--- src/rtl/core/lc3x_pkg.sv ---
// Package for the LC-3 instruction executor: sizes, codes, small helpers.
// Used by the register file and the top level.
package lc3x_pkg;

    localparam int MEM_WORDS  = 65536;
    localparam int AW         = $clog2(MEM_WORDS);
    localparam int PUTS_LIMIT = 63;
    localparam int CNT_W      = $clog2(PUTS_LIMIT + 1);

    localparam logic [15:0] RESET_PC = 16'h3000;

    // request modes
    localparam logic [1:0] MODE_LOAD    = 2'd0;
    localparam logic [1:0] MODE_EXEC    = 2'd1;
    localparam logic [1:0] MODE_RESTART = 2'd2;

    // configuration register indexes
    localparam logic CFG_START_PC = 1'b0;
    localparam logic CFG_TASK_ID  = 1'b1;

    // result status codes
    localparam logic [2:0] ST_OK      = 3'd0;
    localparam logic [2:0] ST_HALT    = 3'd1;
    localparam logic [2:0] ST_ZERO    = 3'd2;
    localparam logic [2:0] ST_UNDEF   = 3'd3;
    localparam logic [2:0] ST_UNSUP   = 3'd4;
    localparam logic [2:0] ST_NOT_RUN = 3'd5;
    localparam logic [2:0] ST_TRUNC   = 3'd6;

    // condition codes
    localparam logic [2:0] CC_N = 3'h4;
    localparam logic [2:0] CC_Z = 3'h2;
    localparam logic [2:0] CC_P = 3'h1;

    // opcodes
    localparam logic [3:0] OP_BR   = 4'd0;
    localparam logic [3:0] OP_ADD  = 4'd1;
    localparam logic [3:0] OP_LD   = 4'd2;
    localparam logic [3:0] OP_ST   = 4'd3;
    localparam logic [3:0] OP_JSR  = 4'd4;
    localparam logic [3:0] OP_AND  = 4'd5;
    localparam logic [3:0] OP_LDR  = 4'd6;
    localparam logic [3:0] OP_STR  = 4'd7;
    localparam logic [3:0] OP_NOT  = 4'd9;
    localparam logic [3:0] OP_LDI  = 4'd10;
    localparam logic [3:0] OP_STI  = 4'd11;
    localparam logic [3:0] OP_JMP  = 4'd12;
    localparam logic [3:0] OP_LEA  = 4'd14;
    localparam logic [3:0] OP_TRAP = 4'd15;

    // trap vectors
    localparam logic [7:0] TV_GETC  = 8'h20;
    localparam logic [7:0] TV_OUT   = 8'h21;
    localparam logic [7:0] TV_PUTS  = 8'h22;
    localparam logic [7:0] TV_IN    = 8'h23;
    localparam logic [7:0] TV_PUTSP = 8'h24;
    localparam logic [7:0] TV_HALT  = 8'h25;
    localparam logic [7:0] TV_GETID = 8'h26;

    localparam logic [7:0] CH_SPACE = 8'h20;
    localparam logic [7:0] CH_COLON = 8'h3A;
    localparam logic [7:0] CH_CR    = 8'd13;
    localparam logic [7:0] CH_LF    = 8'd10;

    typedef struct packed {
        logic        we;
        logic [2:0]  addr;
        logic [15:0] data;
    } t_rf_wr;

    function automatic logic [17:0] sx9(input logic [15:0] ir);
        sx9 = {{9{ir[8]}}, ir[8:0]};
    endfunction

    function automatic logic [17:0] sx6(input logic [15:0] ir);
        sx6 = {{12{ir[5]}}, ir[5:0]};
    endfunction

    function automatic logic [15:0] sx11(input logic [15:0] ir);
        sx11 = {{5{ir[10]}}, ir[10:0]};
    endfunction

    function automatic logic [15:0] sx5(input logic [15:0] ir);
        sx5 = {{11{ir[4]}}, ir[4:0]};
    endfunction

    // an address is formed in 18 signed bits; negative or too large is out of range
    function automatic logic addr_bad(input logic [17:0] a);
        addr_bad = a[17] || (a[16:0] >= 17'(MEM_WORDS));
    endfunction

    function automatic logic [AW-1:0] addr_map(input logic [17:0] a);
        addr_map = addr_bad(a) ? '0 : a[AW-1:0];
    endfunction

    function automatic logic [2:0] cc_of(input logic [15:0] v);
        if (v == 16'd0) begin
            cc_of = CC_Z;
        end else if (v[15]) begin
            cc_of = CC_N;
        end else begin
            cc_of = CC_P;
        end
    endfunction

endpackage

--- src/rtl/core/lc3x_regfile.sv ---
// Eight-entry register file, one write and one registered read per cycle.
// Valid bits make cleared entries read as zero; depends on lc3x_pkg.
module lc3x_regfile (
    input  logic                 i_clk,
    input  logic                 i_rst_n,
    input  logic                 i_clr,
    input  lc3x_pkg::t_rf_wr     i_wr,
    input  logic [2:0]           i_raddr,
    output logic [15:0]          o_rdata
);
    logic [15:0] r_mem [8];
    logic [7:0]  r_vld;
    logic [15:0] r_q;

    always_ff @(posedge i_clk) begin
        if (!i_rst_n || i_clr) begin
            r_vld <= '0;
        end else if (i_wr.we) begin
            r_vld[i_wr.addr] <= 1'b1;
        end
    end

    always_ff @(posedge i_clk) begin
        if (i_wr.we) begin
            r_mem[i_wr.addr] <= i_wr.data;
        end
        // forward a same-cycle write
        if (i_wr.we && i_wr.addr == i_raddr) begin
            r_q <= i_wr.data;
        end else if (r_vld[i_raddr]) begin
            r_q <= r_mem[i_raddr];
        end else begin
            r_q <= 16'd0;
        end
    end

    assign o_rdata = r_q;
endmodule

--- config.mk ---
export PLATFORM = sky130hd
export DESIGN_NAME = lc3x_regfile
export DESIGN_NICKNAME = d
export VERILOG_FILES = /design/src/rtl/core/lc3x_pkg.sv /design/src/rtl/core/lc3x_regfile.sv
export SDC_FILE = /design/constraint.sdc
export NUM_CORES = 1
export LEC_CHECK = 0
export BUFFER_PORTS_ARGS = -buffer_cell sky130_fd_sc_hd__buf_2
export CORE_MARGIN = 8
export CORE_UTILIZATION = 52
export CTS_CLUSTER_SIZE = 40
export DETAILED_ROUTE_END_ITERATION = 8
export HOLD_SLACK_MARGIN = 0.15
export PLACE_DENSITY = 0.74
export SYNTH_ARGS = -nofsm -noshare
export SYNTH_HDL_FRONTEND = slang
export SYNTH_SLANG_ARGS = --single-unit
--- constraint.sdc ---
create_clock -name i_clk -period 2.9 [get_ports i_clk]
set_input_delay 0.145 -clock i_clk [delete_from_list [all_inputs] [get_ports i_clk]]
set_output_delay 0.145 -clock i_clk [all_outputs]
set_load 0.03 [all_outputs]
==> metrics.md, run 1 <==
| Metric | Value |
|---|---|
| Area grow syn2layout | `20.63%` |
| P per Cell Area | `709.0 nW/um^2` |
| Sw power | `1.070 mW` |
| Slew margin rel. | `0.5010` |
| Synth area leaders | `edfxtp_1 (67%), mux4_2 (13%), dfxtp_1 (8.4%), mux2i_1 (2.8%), o21ai_2 (1.5%)` |
| CTS tree | `yes` |
| Outcome | `complete, no violations` |
| Number of global-route vias before repair | `3091` |
| Max cap viols | `0` |
| FF-to-FF Start | `r_vld[5]` |
| Startpoint types | `input port` |
| # fillers | `730` |
| Cts hold-fix bufs | `21` |
| Largest vdd supply drop | `0.4075 mV` |
| Least-Margin Pin Slew | `0.7444 ns` |
| Seq. cell area | `4324 sq um` |
| Mapped Area | `5714 sq um` |
| First-pass GRT wire length | `17370 microns` |
| Fin. Hold Viols | `0` |
| Synthesis-stage register bit count | `152` |
| Avg WL per Cell | `21.14 microns` |
| Syn_nets | `314` |
| CP Buf/Inv Count | `2` |
| Ys Warns | `0` |
| Delay-heaviest family, CP | `simple AND/OR/NAND/NOR gates` |
| Setup Viol. Count Final | `0` |
| Syn_area_per_cell | `19.84 sq um` |
| RSZ-0062 raised after global routing | `false` |
| CP startpoint | `i_wr[17]` |
| Cell taking the most area after synthesis | `edfxtp_1` |
| Routed WL | `11020 microns` |
| Final period util | `0.6271` |
| Worst-Skew Late Latency | `0.51 ns` |
| Register area share after synthesis | `0.7567` |
| Ys async rst share | `0` |
| DR iter-0 viols | `155` |
| Clock power frac | `0.426` |
| CP arrival | `2.25 ns` |
| Top post-synthesis cells by count | `edfxtp_1 (128), mux4_2 (33), dfxtp_1 (24), nor2_1 (22), nand2_1 (18)` |
| Dpl cells | `468` |
| Cell leakage power | `2.399 nW` |
| Hold path start | `i_wr[16]` |
| Finished Layout Cells | `521` |
| Synthesized netlist cell count | `288` |
| Die X | `120.8 microns` |
| Num CTS Buffers | `17` |
| Critical path, cell by cell | `dlygate4sd3_1 > buf_2 > xnor2_1 > and4_4 > or4_4 > o21ai_0` |
| Final Wtd Congestion | `0.7182` |
| EDFF count, synth | `128` |
| Post-CTS setup buffer count | `0` |
| Setup TNS | `0 ns` |
| Rows | `38` |
| Count leader, synth | `edfxtp_1` |
| N_diodes | `0` |
| Port bufs | `41` |
| Vias per cell | `5.534` |
| Die height | `120.8 microns` |
| Worst Path Required | `3.33 ns` |
| Via Count | `2883` |
| Core Region | `10790 sq um` |
| Clock period minus worst slack | `1.819 ns` |
| Worst setup EP type | `flip-flop` |
| Count of clock tree sinks | `152` |
| Fraction of layout cells with a size suffix above 1 | `0.3491` |
| # IOs | `42` |
| Final HPWL DP | `6533 microns` |
| Yosys cell types | `22` |
| Footprint of the multi-input gates | `1306 sq um` |
| Nets@finish | `394` |
| Post-synth top area share | `0.6727` |
| Gates resized, CTS repair | `0` |
| Gr ovfl total | `0` |
| Hold WC Path Type | `in -> reg` |
| Drt drc | `0` |
| Skew final | `0.006432 ns` |
| GRT Overall Usage | `0.1631` |
| H-tree depth | `4` |
| Logic pwr share | `0.068` |
| Pin count of the biggest net entering global routing | `28` |
| Critical path's largest stage delay | `0.73 ns` |
| CP max FO | `17` |
| Clk root buf | `clkbuf_8` |
| Cell Int Power | `3.817 mW` |
| DR pass1 iterations | `4` |
| Slowest CP cell | `or4_4` |
| Max clock buf depth | `2` |
| Reg clk slew, reported paths | `0.06 ns` |
| Initial antenna violation count | `0` |
| Die footprint | `14600 sq um` |
| Max Slew Vio Count | `0` |
| Ys flop type | `edfxtp_1` |
| Initial Util | `0.5294` |
| Reg power frac | `0.506` |
| Routed Antenna Nets | `0` |
| WS Path Type | `in -> reg` |
| Switching share of power | `0.2189` |
| Max Freq | `549.9 MHz` |
## cell usage in the layout (no fill, tap or decap), drive strengths merged
master / instances
and4: 1
inv: 3
a2111oi: 1
clkinv: 7
nor3b: 1
mux2i: 16
clkinvlp: 3
dlygate4sd3: 21
or4: 1
or2b: 1
mux2: 1
edfxtp: 128
nor2b: 2
clkbuf: 17
xnor2: 3
nor2: 22
buf: 55
mux4: 33
bufinv: 2
nor3: 2
nand2: 18
dfxtp: 24
o21ai: 16
nand2b: 3
## power by group through the flow
stage,clock (mW),sequential [mW],combinational (mW)
2_1_floorplan,0,2.55,0.167
3_3_place_gp,0,2.52,0.309
3_5_place_dp,0,2.52,0.316
4_1_cts,2.12,2.47,0.339
5_1_grt,2.21,2.48,0.360
6_report,2.08,2.47,0.334
## layer usage
layer	routed length [microns]	track usage	vias up
li1	-	-	1305
met1	4880	0.2173	1480
met2	5334	0.2497	85
met3	663	0.04476	13
met4	138	0.06557	0
met5	0	0	-
## cell families (layout without fill, tap and decap cells)
family,count (synthesis),count (layout),synth area share
compound gates,17,17,0.02211
mux,50,50,0.1601
simple gates,51,51,0.04007
flops,152,152,0.7567
buf+inv,15,108,0.01642
xor+xnor,3,3,0.004599
## state kept, by name, indices dropped and copies added, names as in the netlist
register,count
o_rdata,16
r_vld,8
r_mem,128
## worst register-to-register path: stages, from the launching register on
cell     delay [ns]
dfxtp_1        0.33
mux4_2         0.23
nor2b_1        0.04
or4_4          0.68
o21ai_0        0.24
## area by class of cell
type	instances	area share
Sequential cell	152	0.6273
Timing Repair Buffer	76	0.07551
Multi-Input combinational cell	121	0.1895
Tap cell	140	0.02541
Clock inverter	15	0.02215
Clock buffer	17	0.06008
## worst paths after layout
| path | slack [ns] | cells past startpoint | endpoint |
|---|---|---|---|
| max | 1.08 | 6 | o_rdata[1] |
| max reg2reg | 1.30 | 4 | o_rdata[1] |
| min reg2reg | 0.48 | 2 | r_vld[2] |
| min | 0.27 | 5 | o_rdata[8] |
## through the flow
| step | worst slack, ns | instance area (sq um) | hold WS (ns) | total power, mW | util |
|---|---|---|---|---|---|
| global placement | 0.8220 | 6116 | 0.4302 | 2.824 | 0.5667 |
| global route | 1.025 | 6893 | 0.2684 | 5.045 | 0.6387 |
| finish | 1.081 | 6893 | 0.2736 | 4.887 | 0.6387 |
| CTS | 1.103 | 6893 | 0.2445 | 4.931 | 0.6387 |
| floorplan | 0.9814 | 5714 | 0.2439 | 2.722 | - |
| detailed placement | 0.7074 | 6116 | 0.4399 | 2.836 | 0.5667 |
Note: power is estimated with default switching activity, not from simulation.
==> run 2, diff against run 1 <==
--- a/config.mk
+++ b/config.mk
@@ -11,7 +11,7 @@
 export CTS_CLUSTER_SIZE = 40
 export DETAILED_ROUTE_END_ITERATION = 8
 export HOLD_SLACK_MARGIN = 0.15
-export PLACE_DENSITY = 0.74
+export PLACE_DENSITY = 0.77
 export SYNTH_ARGS = -nofsm -noshare
 export SYNTH_HDL_FRONTEND = slang
 export SYNTH_SLANG_ARGS = --single-unit
==> constraint.sdc (replaced) <==
create_clock -name i_clk -period 1.47 [get_ports i_clk]
set_input_delay 0.0735 -clock i_clk [delete_from_list [all_inputs] [get_ports i_clk]]
set_output_delay 0.0735 -clock i_clk [all_outputs]
set_load 0.03 [all_outputs]
==> metrics.md, run 2 (synthesized netlist as in run 1, its figures left out) <==
| Metric | Value |
|---|---|
| Vias per cell | `5.608` |
| Worst setup EP type | `flip-flop` |
| Outcome | `complete, but fails checks` |
| Number of global-route vias before repair | `3367` |
| Initial Util | `0.5294` |
| Initial antenna violation count | `0` |
| Gr ovfl total | `0` |
| Count of clock tree sinks | `152` |
| Max clock buf depth | `2` |
| Routed WL | `11820 microns` |
| CP Buf/Inv Count | `0` |
| Hold WC Path Type | `in -> reg` |
| Detail Route met2 WL | `5919 microns` |
| N_diodes | `0` |
| Critical path, cell by cell | `mux4_2 > nor2b_4 > or4_4 > o21ai_1` |
| Slew margin rel. | `0.6949` |
| CTS tree | `yes` |
| Failing checks | `negative setup slack` |
| Cell leakage power | `2.501 nW` |
| CP max FO | `8` |
| Setup WS pre-CTS | `-0.1408 ns` |
| Commonest cells after routing, fill and taps aside | `edfxtp_1 (128), buf_2 (41), mux4_2 (33), nor2_1 (22), dlygate4sd3_1 (22)` |
| Largest vdd supply drop | `0.7486 mV` |
| Max reg flops | `128` |
| # IOs | `42` |
| Clk root buf | `clkbuf_8` |
| Worst Path Required | `1.92 ns` |
| M1 WL | `4816 microns` |
| Port bufs | `41` |
| Clock period minus worst slack | `1.560 ns` |
| Hold path cells | `5` |
| CP arrival | `2.01 ns` |
| Max Slew Vio Count | `0` |
| Routed wl met3 | `957 microns` |
| Delay-heaviest family, CP | `simple AND/OR/NAND/NOR gates` |
| Final period util | `1.061` |
| Via Count | `2989` |
| Final HPWL DP | `6536 microns` |
| WHS | `0.2593 ns` |
| Die height | `120.8 microns` |
| Startpoint types | `flip-flop` |
| Finished Layout Cells | `533` |
| Nets@finish | `406` |
| Rows | `38` |
| Max cap viols | `0` |
| Worst-Skew Late Latency | `0.52 ns` |
| Reg clk slew, reported paths | `0.06 ns` |
| DP Area | `6261 sq um` |
| RSZ-0062 raised after global routing | `true` |
| Avg WL per Cell | `22.18 microns` |
| Slowest CP cell | `or4_4` |
| Least-Margin Pin Slew | `0.4577 ns` |
| Critical path's largest stage delay | `0.65 ns` |
| DR iter-0 viols | `286` |
| Core Region | `10790 sq um` |
| FF-to-FF path depth | `4` |
| Area grow syn2layout | `24.74%` |
| Max Freq | `641.0 MHz` |
| Routed Antenna Nets | `0` |
| Finished Cell Area | `7128 sq um` |
| GRT Overall Usage | `0.1761` |
| Die X | `120.8 microns` |
| H-tree depth | `4` |
| P per Cell Area | `1391 nW/um^2` |
| Max layer used | `met4` |
| First-pass GRT wire length | `18820 microns` |
| Final Wtd Congestion | `0.7246` |
| Crit path depth | `4` |
| Dpl cells | `478` |
| Setup Viol. Count Final | `16` |
| DR pass1 iterations | `4` |
| # fillers | `704` |
| Drt drc | `0` |
| Final Worst Setup Slack | `-0.09003 ns` |
| Pin count of the biggest net entering global routing | `31` |
| Die footprint | `14600 sq um` |
| Most common cell after layout, fill and taps aside | `edfxtp_1` |
| Skew final | `0.01118 ns` |
| Fin. Hold Viols | `0` |
| Largest reg by FF count | `r_mem` |
| WS Path Type | `reg -> reg` |
| Num CTS Buffers | `17` |
| Fraction of layout cells with a size suffix above 1 | `0.3919` |
| Setup TNS | `-1.011 ns` |
| Post-CTS setup buffer count | `0` |
run 2: routing by layer:
metal / GRT usage / vias to the layer above
li1: - / 1324
met1: 0.2170 / 1539
met2: 0.2864 / 114
met3: 0.05641 / 12
met4: 0.06323 / 0
met5: 0 / -
run 2: metrics by stage:
stage | power, mW | utilization
floorplan | 5.378 | -
global placement | 5.594 | 0.5801
detailed placement | 5.628 | 0.5801
CTS | 9.978 | 0.6598
global route | 10.21 | 0.6604
finish | 9.916 | 0.6604
run 2: worst register-to-register path: cells and delay by family (launching register included):
kind | cells | cell delay, ns
AOI/OAI and AO/OA | 1 | 0.16
DFF | 1 | 0.34
and+or+nand+nor | 2 | 0.71
muxes | 1 | 0.27
run 2: layout make-up:
cell class | count | area [sq um] | share of cell area
multi-input combinational | 122 | 1368 | 0.1919
tap | 140 | 175.2 | 0.02457
clock inverter | 11 | 148.9 | 0.02089
timing repair buffer | 87 | 668.1 | 0.09373
clock buffer | 21 | 439.2 | 0.06161
sequential | 152 | 4329 | 0.6073
run 2: power by group:
| part | internal, mW | total [mW] | leakage, nW | switching (mW) |
|---|---|---|---|---|
| registers | 4.84 | 4.88 | 1.36 | 0.0417 |
| clock network | 2.64 | 4.31 | 0.279 | 1.68 |
| logic | 0.318 | 0.725 | 0.861 | 0.407 |
| total | 7.79 | 9.92 | 2.50 | 2.13 |
run 2: what timing repair did:
item / CTS / global route
pin swaps: 17 / 3
hold buffers: 22 / 0
endpoints found under the hold margin: 169 / 0
resized for setup: 18 / 2
cloned: 1 / 0
endpoints found under the setup margin: 16 / 16
run 2: path summary, 6_finish.rpt:
check | startpoint | to | slack (ns)
min | i_raddr[1] | o_rdata[15] | 0.26
max | r_vld[5] | o_rdata[4] | -0.09
min reg2reg | r_vld[3] | r_vld[3] | 0.47
max reg2reg | r_vld[5] | o_rdata[4] | -0.09
==> run 3, diff against run 2 <==
--- a/config.mk
+++ b/config.mk
@@ -12,6 +12,7 @@
 export DETAILED_ROUTE_END_ITERATION = 8
 export HOLD_SLACK_MARGIN = 0.15
 export PLACE_DENSITY = 0.77
+export RECOVER_POWER = 100
 export SYNTH_ARGS = -nofsm -noshare
 export SYNTH_HDL_FRONTEND = slang
 export SYNTH_SLANG_ARGS = --single-unit
==> metrics.md, run 3 (synthesized netlist as in run 1, its figures left out) <==
| Metric | Value |
|---|---|
| Outcome | `complete, but fails checks` |
| Failing checks | `negative setup slack` |
| Largest reg by FF count | `r_mem` |
| Nets@finish | `406` |
| First-pass GRT wire length | `18820 microns` |
| FF-to-FF path depth | `4` |
| N_diodes | `0` |
| Num CTS Buffers | `17` |
| Final period util | `1.060` |
| Cell leakage power | `2.365 nW` |
| Max clock buf depth | `2` |
| Number of global-route vias before repair | `3367` |
| Max cap viols | `0` |
| Hold path start | `i_raddr[1]` |
| Rows | `38` |
| Max reg flops | `128` |
| Die X | `120.8 microns` |
| Die footprint | `14600 sq um` |
| Die height | `120.8 microns` |
| Max Freq | `641.9 MHz` |
| Hold path cells | `5` |
| FF-to-FF Start | `r_vld[5]` |
| Initial Util | `0.5294` |
| RSZ-0062 raised after global routing | `true` |
| WS Path Type | `reg -> reg` |
| Gr ovfl total | `0` |
| Final HPWL DP | `6536 microns` |
| Most common cell after layout, fill and taps aside | `edfxtp_1` |
| CTS tree | `yes` |
| Fin. Hold Viols | `0` |
| Via Count | `3060` |
| R2r setup slk | `-0.09 ns` |
| Worst-Skew Late Latency | `0.53 ns` |
| Worst Path Required | `1.92 ns` |
| P per Cell Area | `1415 nW/um^2` |
| Fraction of layout cells with a size suffix above 1 | `0.2977` |
| H-tree depth | `4` |
| Clock period minus worst slack | `1.558 ns` |
| Max Slew Vio Count | `0` |
| Port bufs | `41` |
| Clk root buf | `clkbuf_8` |
| Routed Antenna Nets | `0` |
| Largest vdd supply drop | `0.7474 mV` |
| Drt drc | `0` |
| Hold WC Path Type | `in -> reg` |
| Setup WS pre-CTS | `-0.1408 ns` |
| Avg WL per Cell | `22.41 microns` |
| Initial antenna violation count | `0` |
| Setup Viol. Count Final | `16` |
| Startpoint types | `flip-flop` |
| Hold endpoint | `o_rdata[15]` |
| DR iter-0 viols | `269` |
| Area grow syn2layout | `22.27%` |
| Worst setup EP type | `flip-flop` |
| Setup TNS | `-0.9063 ns` |
| Count of clock tree sinks | `152` |
| # IOs | `42` |
| Least-Margin Pin Slew | `0.6155 ns` |
| Skew final | `0.01400 ns` |
| Core Region | `10790 sq um` |
| Final Worst Setup Slack | `-0.08790 ns` |
| Post-CTS setup buffer count | `0` |
| DR pass1 iterations | `4` |
| GRT Overall Usage | `0.1761` |
| Reg clk slew, reported paths | `0.06 ns` |
| Vias per cell | `5.741` |
| CP max FO | `8` |
| Pin count of the biggest net entering global routing | `31` |
| Routed WL | `11940 microns` |
| Final Wtd Congestion | `0.7246` |
| Commonest cells after routing, fill and taps aside | `edfxtp_1 (128), clkbuf_1 (38), mux4_2 (33), nor2_1 (22), dlygate4sd3_1 (22)` |
| Worst R2R End | `o_rdata[4]` |
| Slew margin rel. | `0.5896` |
| CP arrival | `2.01 ns` |
[run 3: changes by cell type in the layout (fill, tap and decap cells not counted), sizes merged]
cell / change
clkbuf: +41
buf: -41
[run 3: report_power, final]
group | switching, mW | leakage (nW) | internal (mW)
Clock | 1.68 | 0.279 | 2.64
Sequential | 0.0428 | 1.36 | 4.84
Combinational | 0.408 | 0.725 | 0.284
Total | 2.13 | 2.36 | 7.76
[run 3: repair_timing]
item | CTS | global route
cloned | 1 | 0
gates resized for setup | 18 | 2
pin swaps | 17 | 3
hold buffers | 22 | 0
endpoints found under the hold margin | 169 | 0
setup endpoints to repair | 16 | 16
[run 3: per-stage QoR]
stage | util | power [mW] | cell area (sq um) | hold slack [ns] | instances
2_1_floorplan | - | 5.378 | 5748 | 0.1724 | 288
3_3_place_gp | 0.5801 | 5.594 | 6261 | 0.3533 | 478
3_5_place_dp | 0.5801 | 5.628 | 6261 | 0.3592 | 478
4_1_cts | 0.6598 | 9.978 | 7121 | 0.2410 | 533
5_1_grt | 0.6473 | 10.17 | 6987 | 0.2576 | 533
6_report | 0.6473 | 9.888 | 6987 | 0.2598 | 533
[run 3: worst max path at each step]
stage	from	to	slack [ns]	cells past startpoint
global route	r_vld[5]	o_rdata[3]	-0.11	4
global placement	i_raddr[0]	o_rdata[1]	-0.1	5
floorplan	i_raddr[1]	o_rdata[11]	-0.08	8
detailed placement	r_vld[7]	o_rdata[0]	-0.14	4
finish	r_vld[5]	o_rdata[4]	-0.09	4
CTS	r_vld[5]	o_rdata[14]	-0.04	4
[run 3: worst max-delay path, cell delays in order (launching register included)]
cell     delay [ns]
dfxtp_2        0.33
mux4_2         0.27
nor2b_4        0.06
or4_4          0.66
o21ai_1        0.16
[run 3: final cells by class]
cell class	instances	area (sq um)
clock buffer	21	439.2
clock inverter	11	148.9
fill	743	3806
multi-input combinational	122	1358
sequential	152	4329
tap	140	175.2
timing repair buffer	87	536.8
[run 3: metal layers]
layer / vias to the layer above / routed length (microns) / global-route usage
li1: 1326 / - / -
met1: 1596 / 4958 / 0.2170
met2: 124 / 5924 / 0.2864
met3: 14 / 913 / 0.05641
met4: 0 / 146 / 0.06323
met5: - / 0 / 0
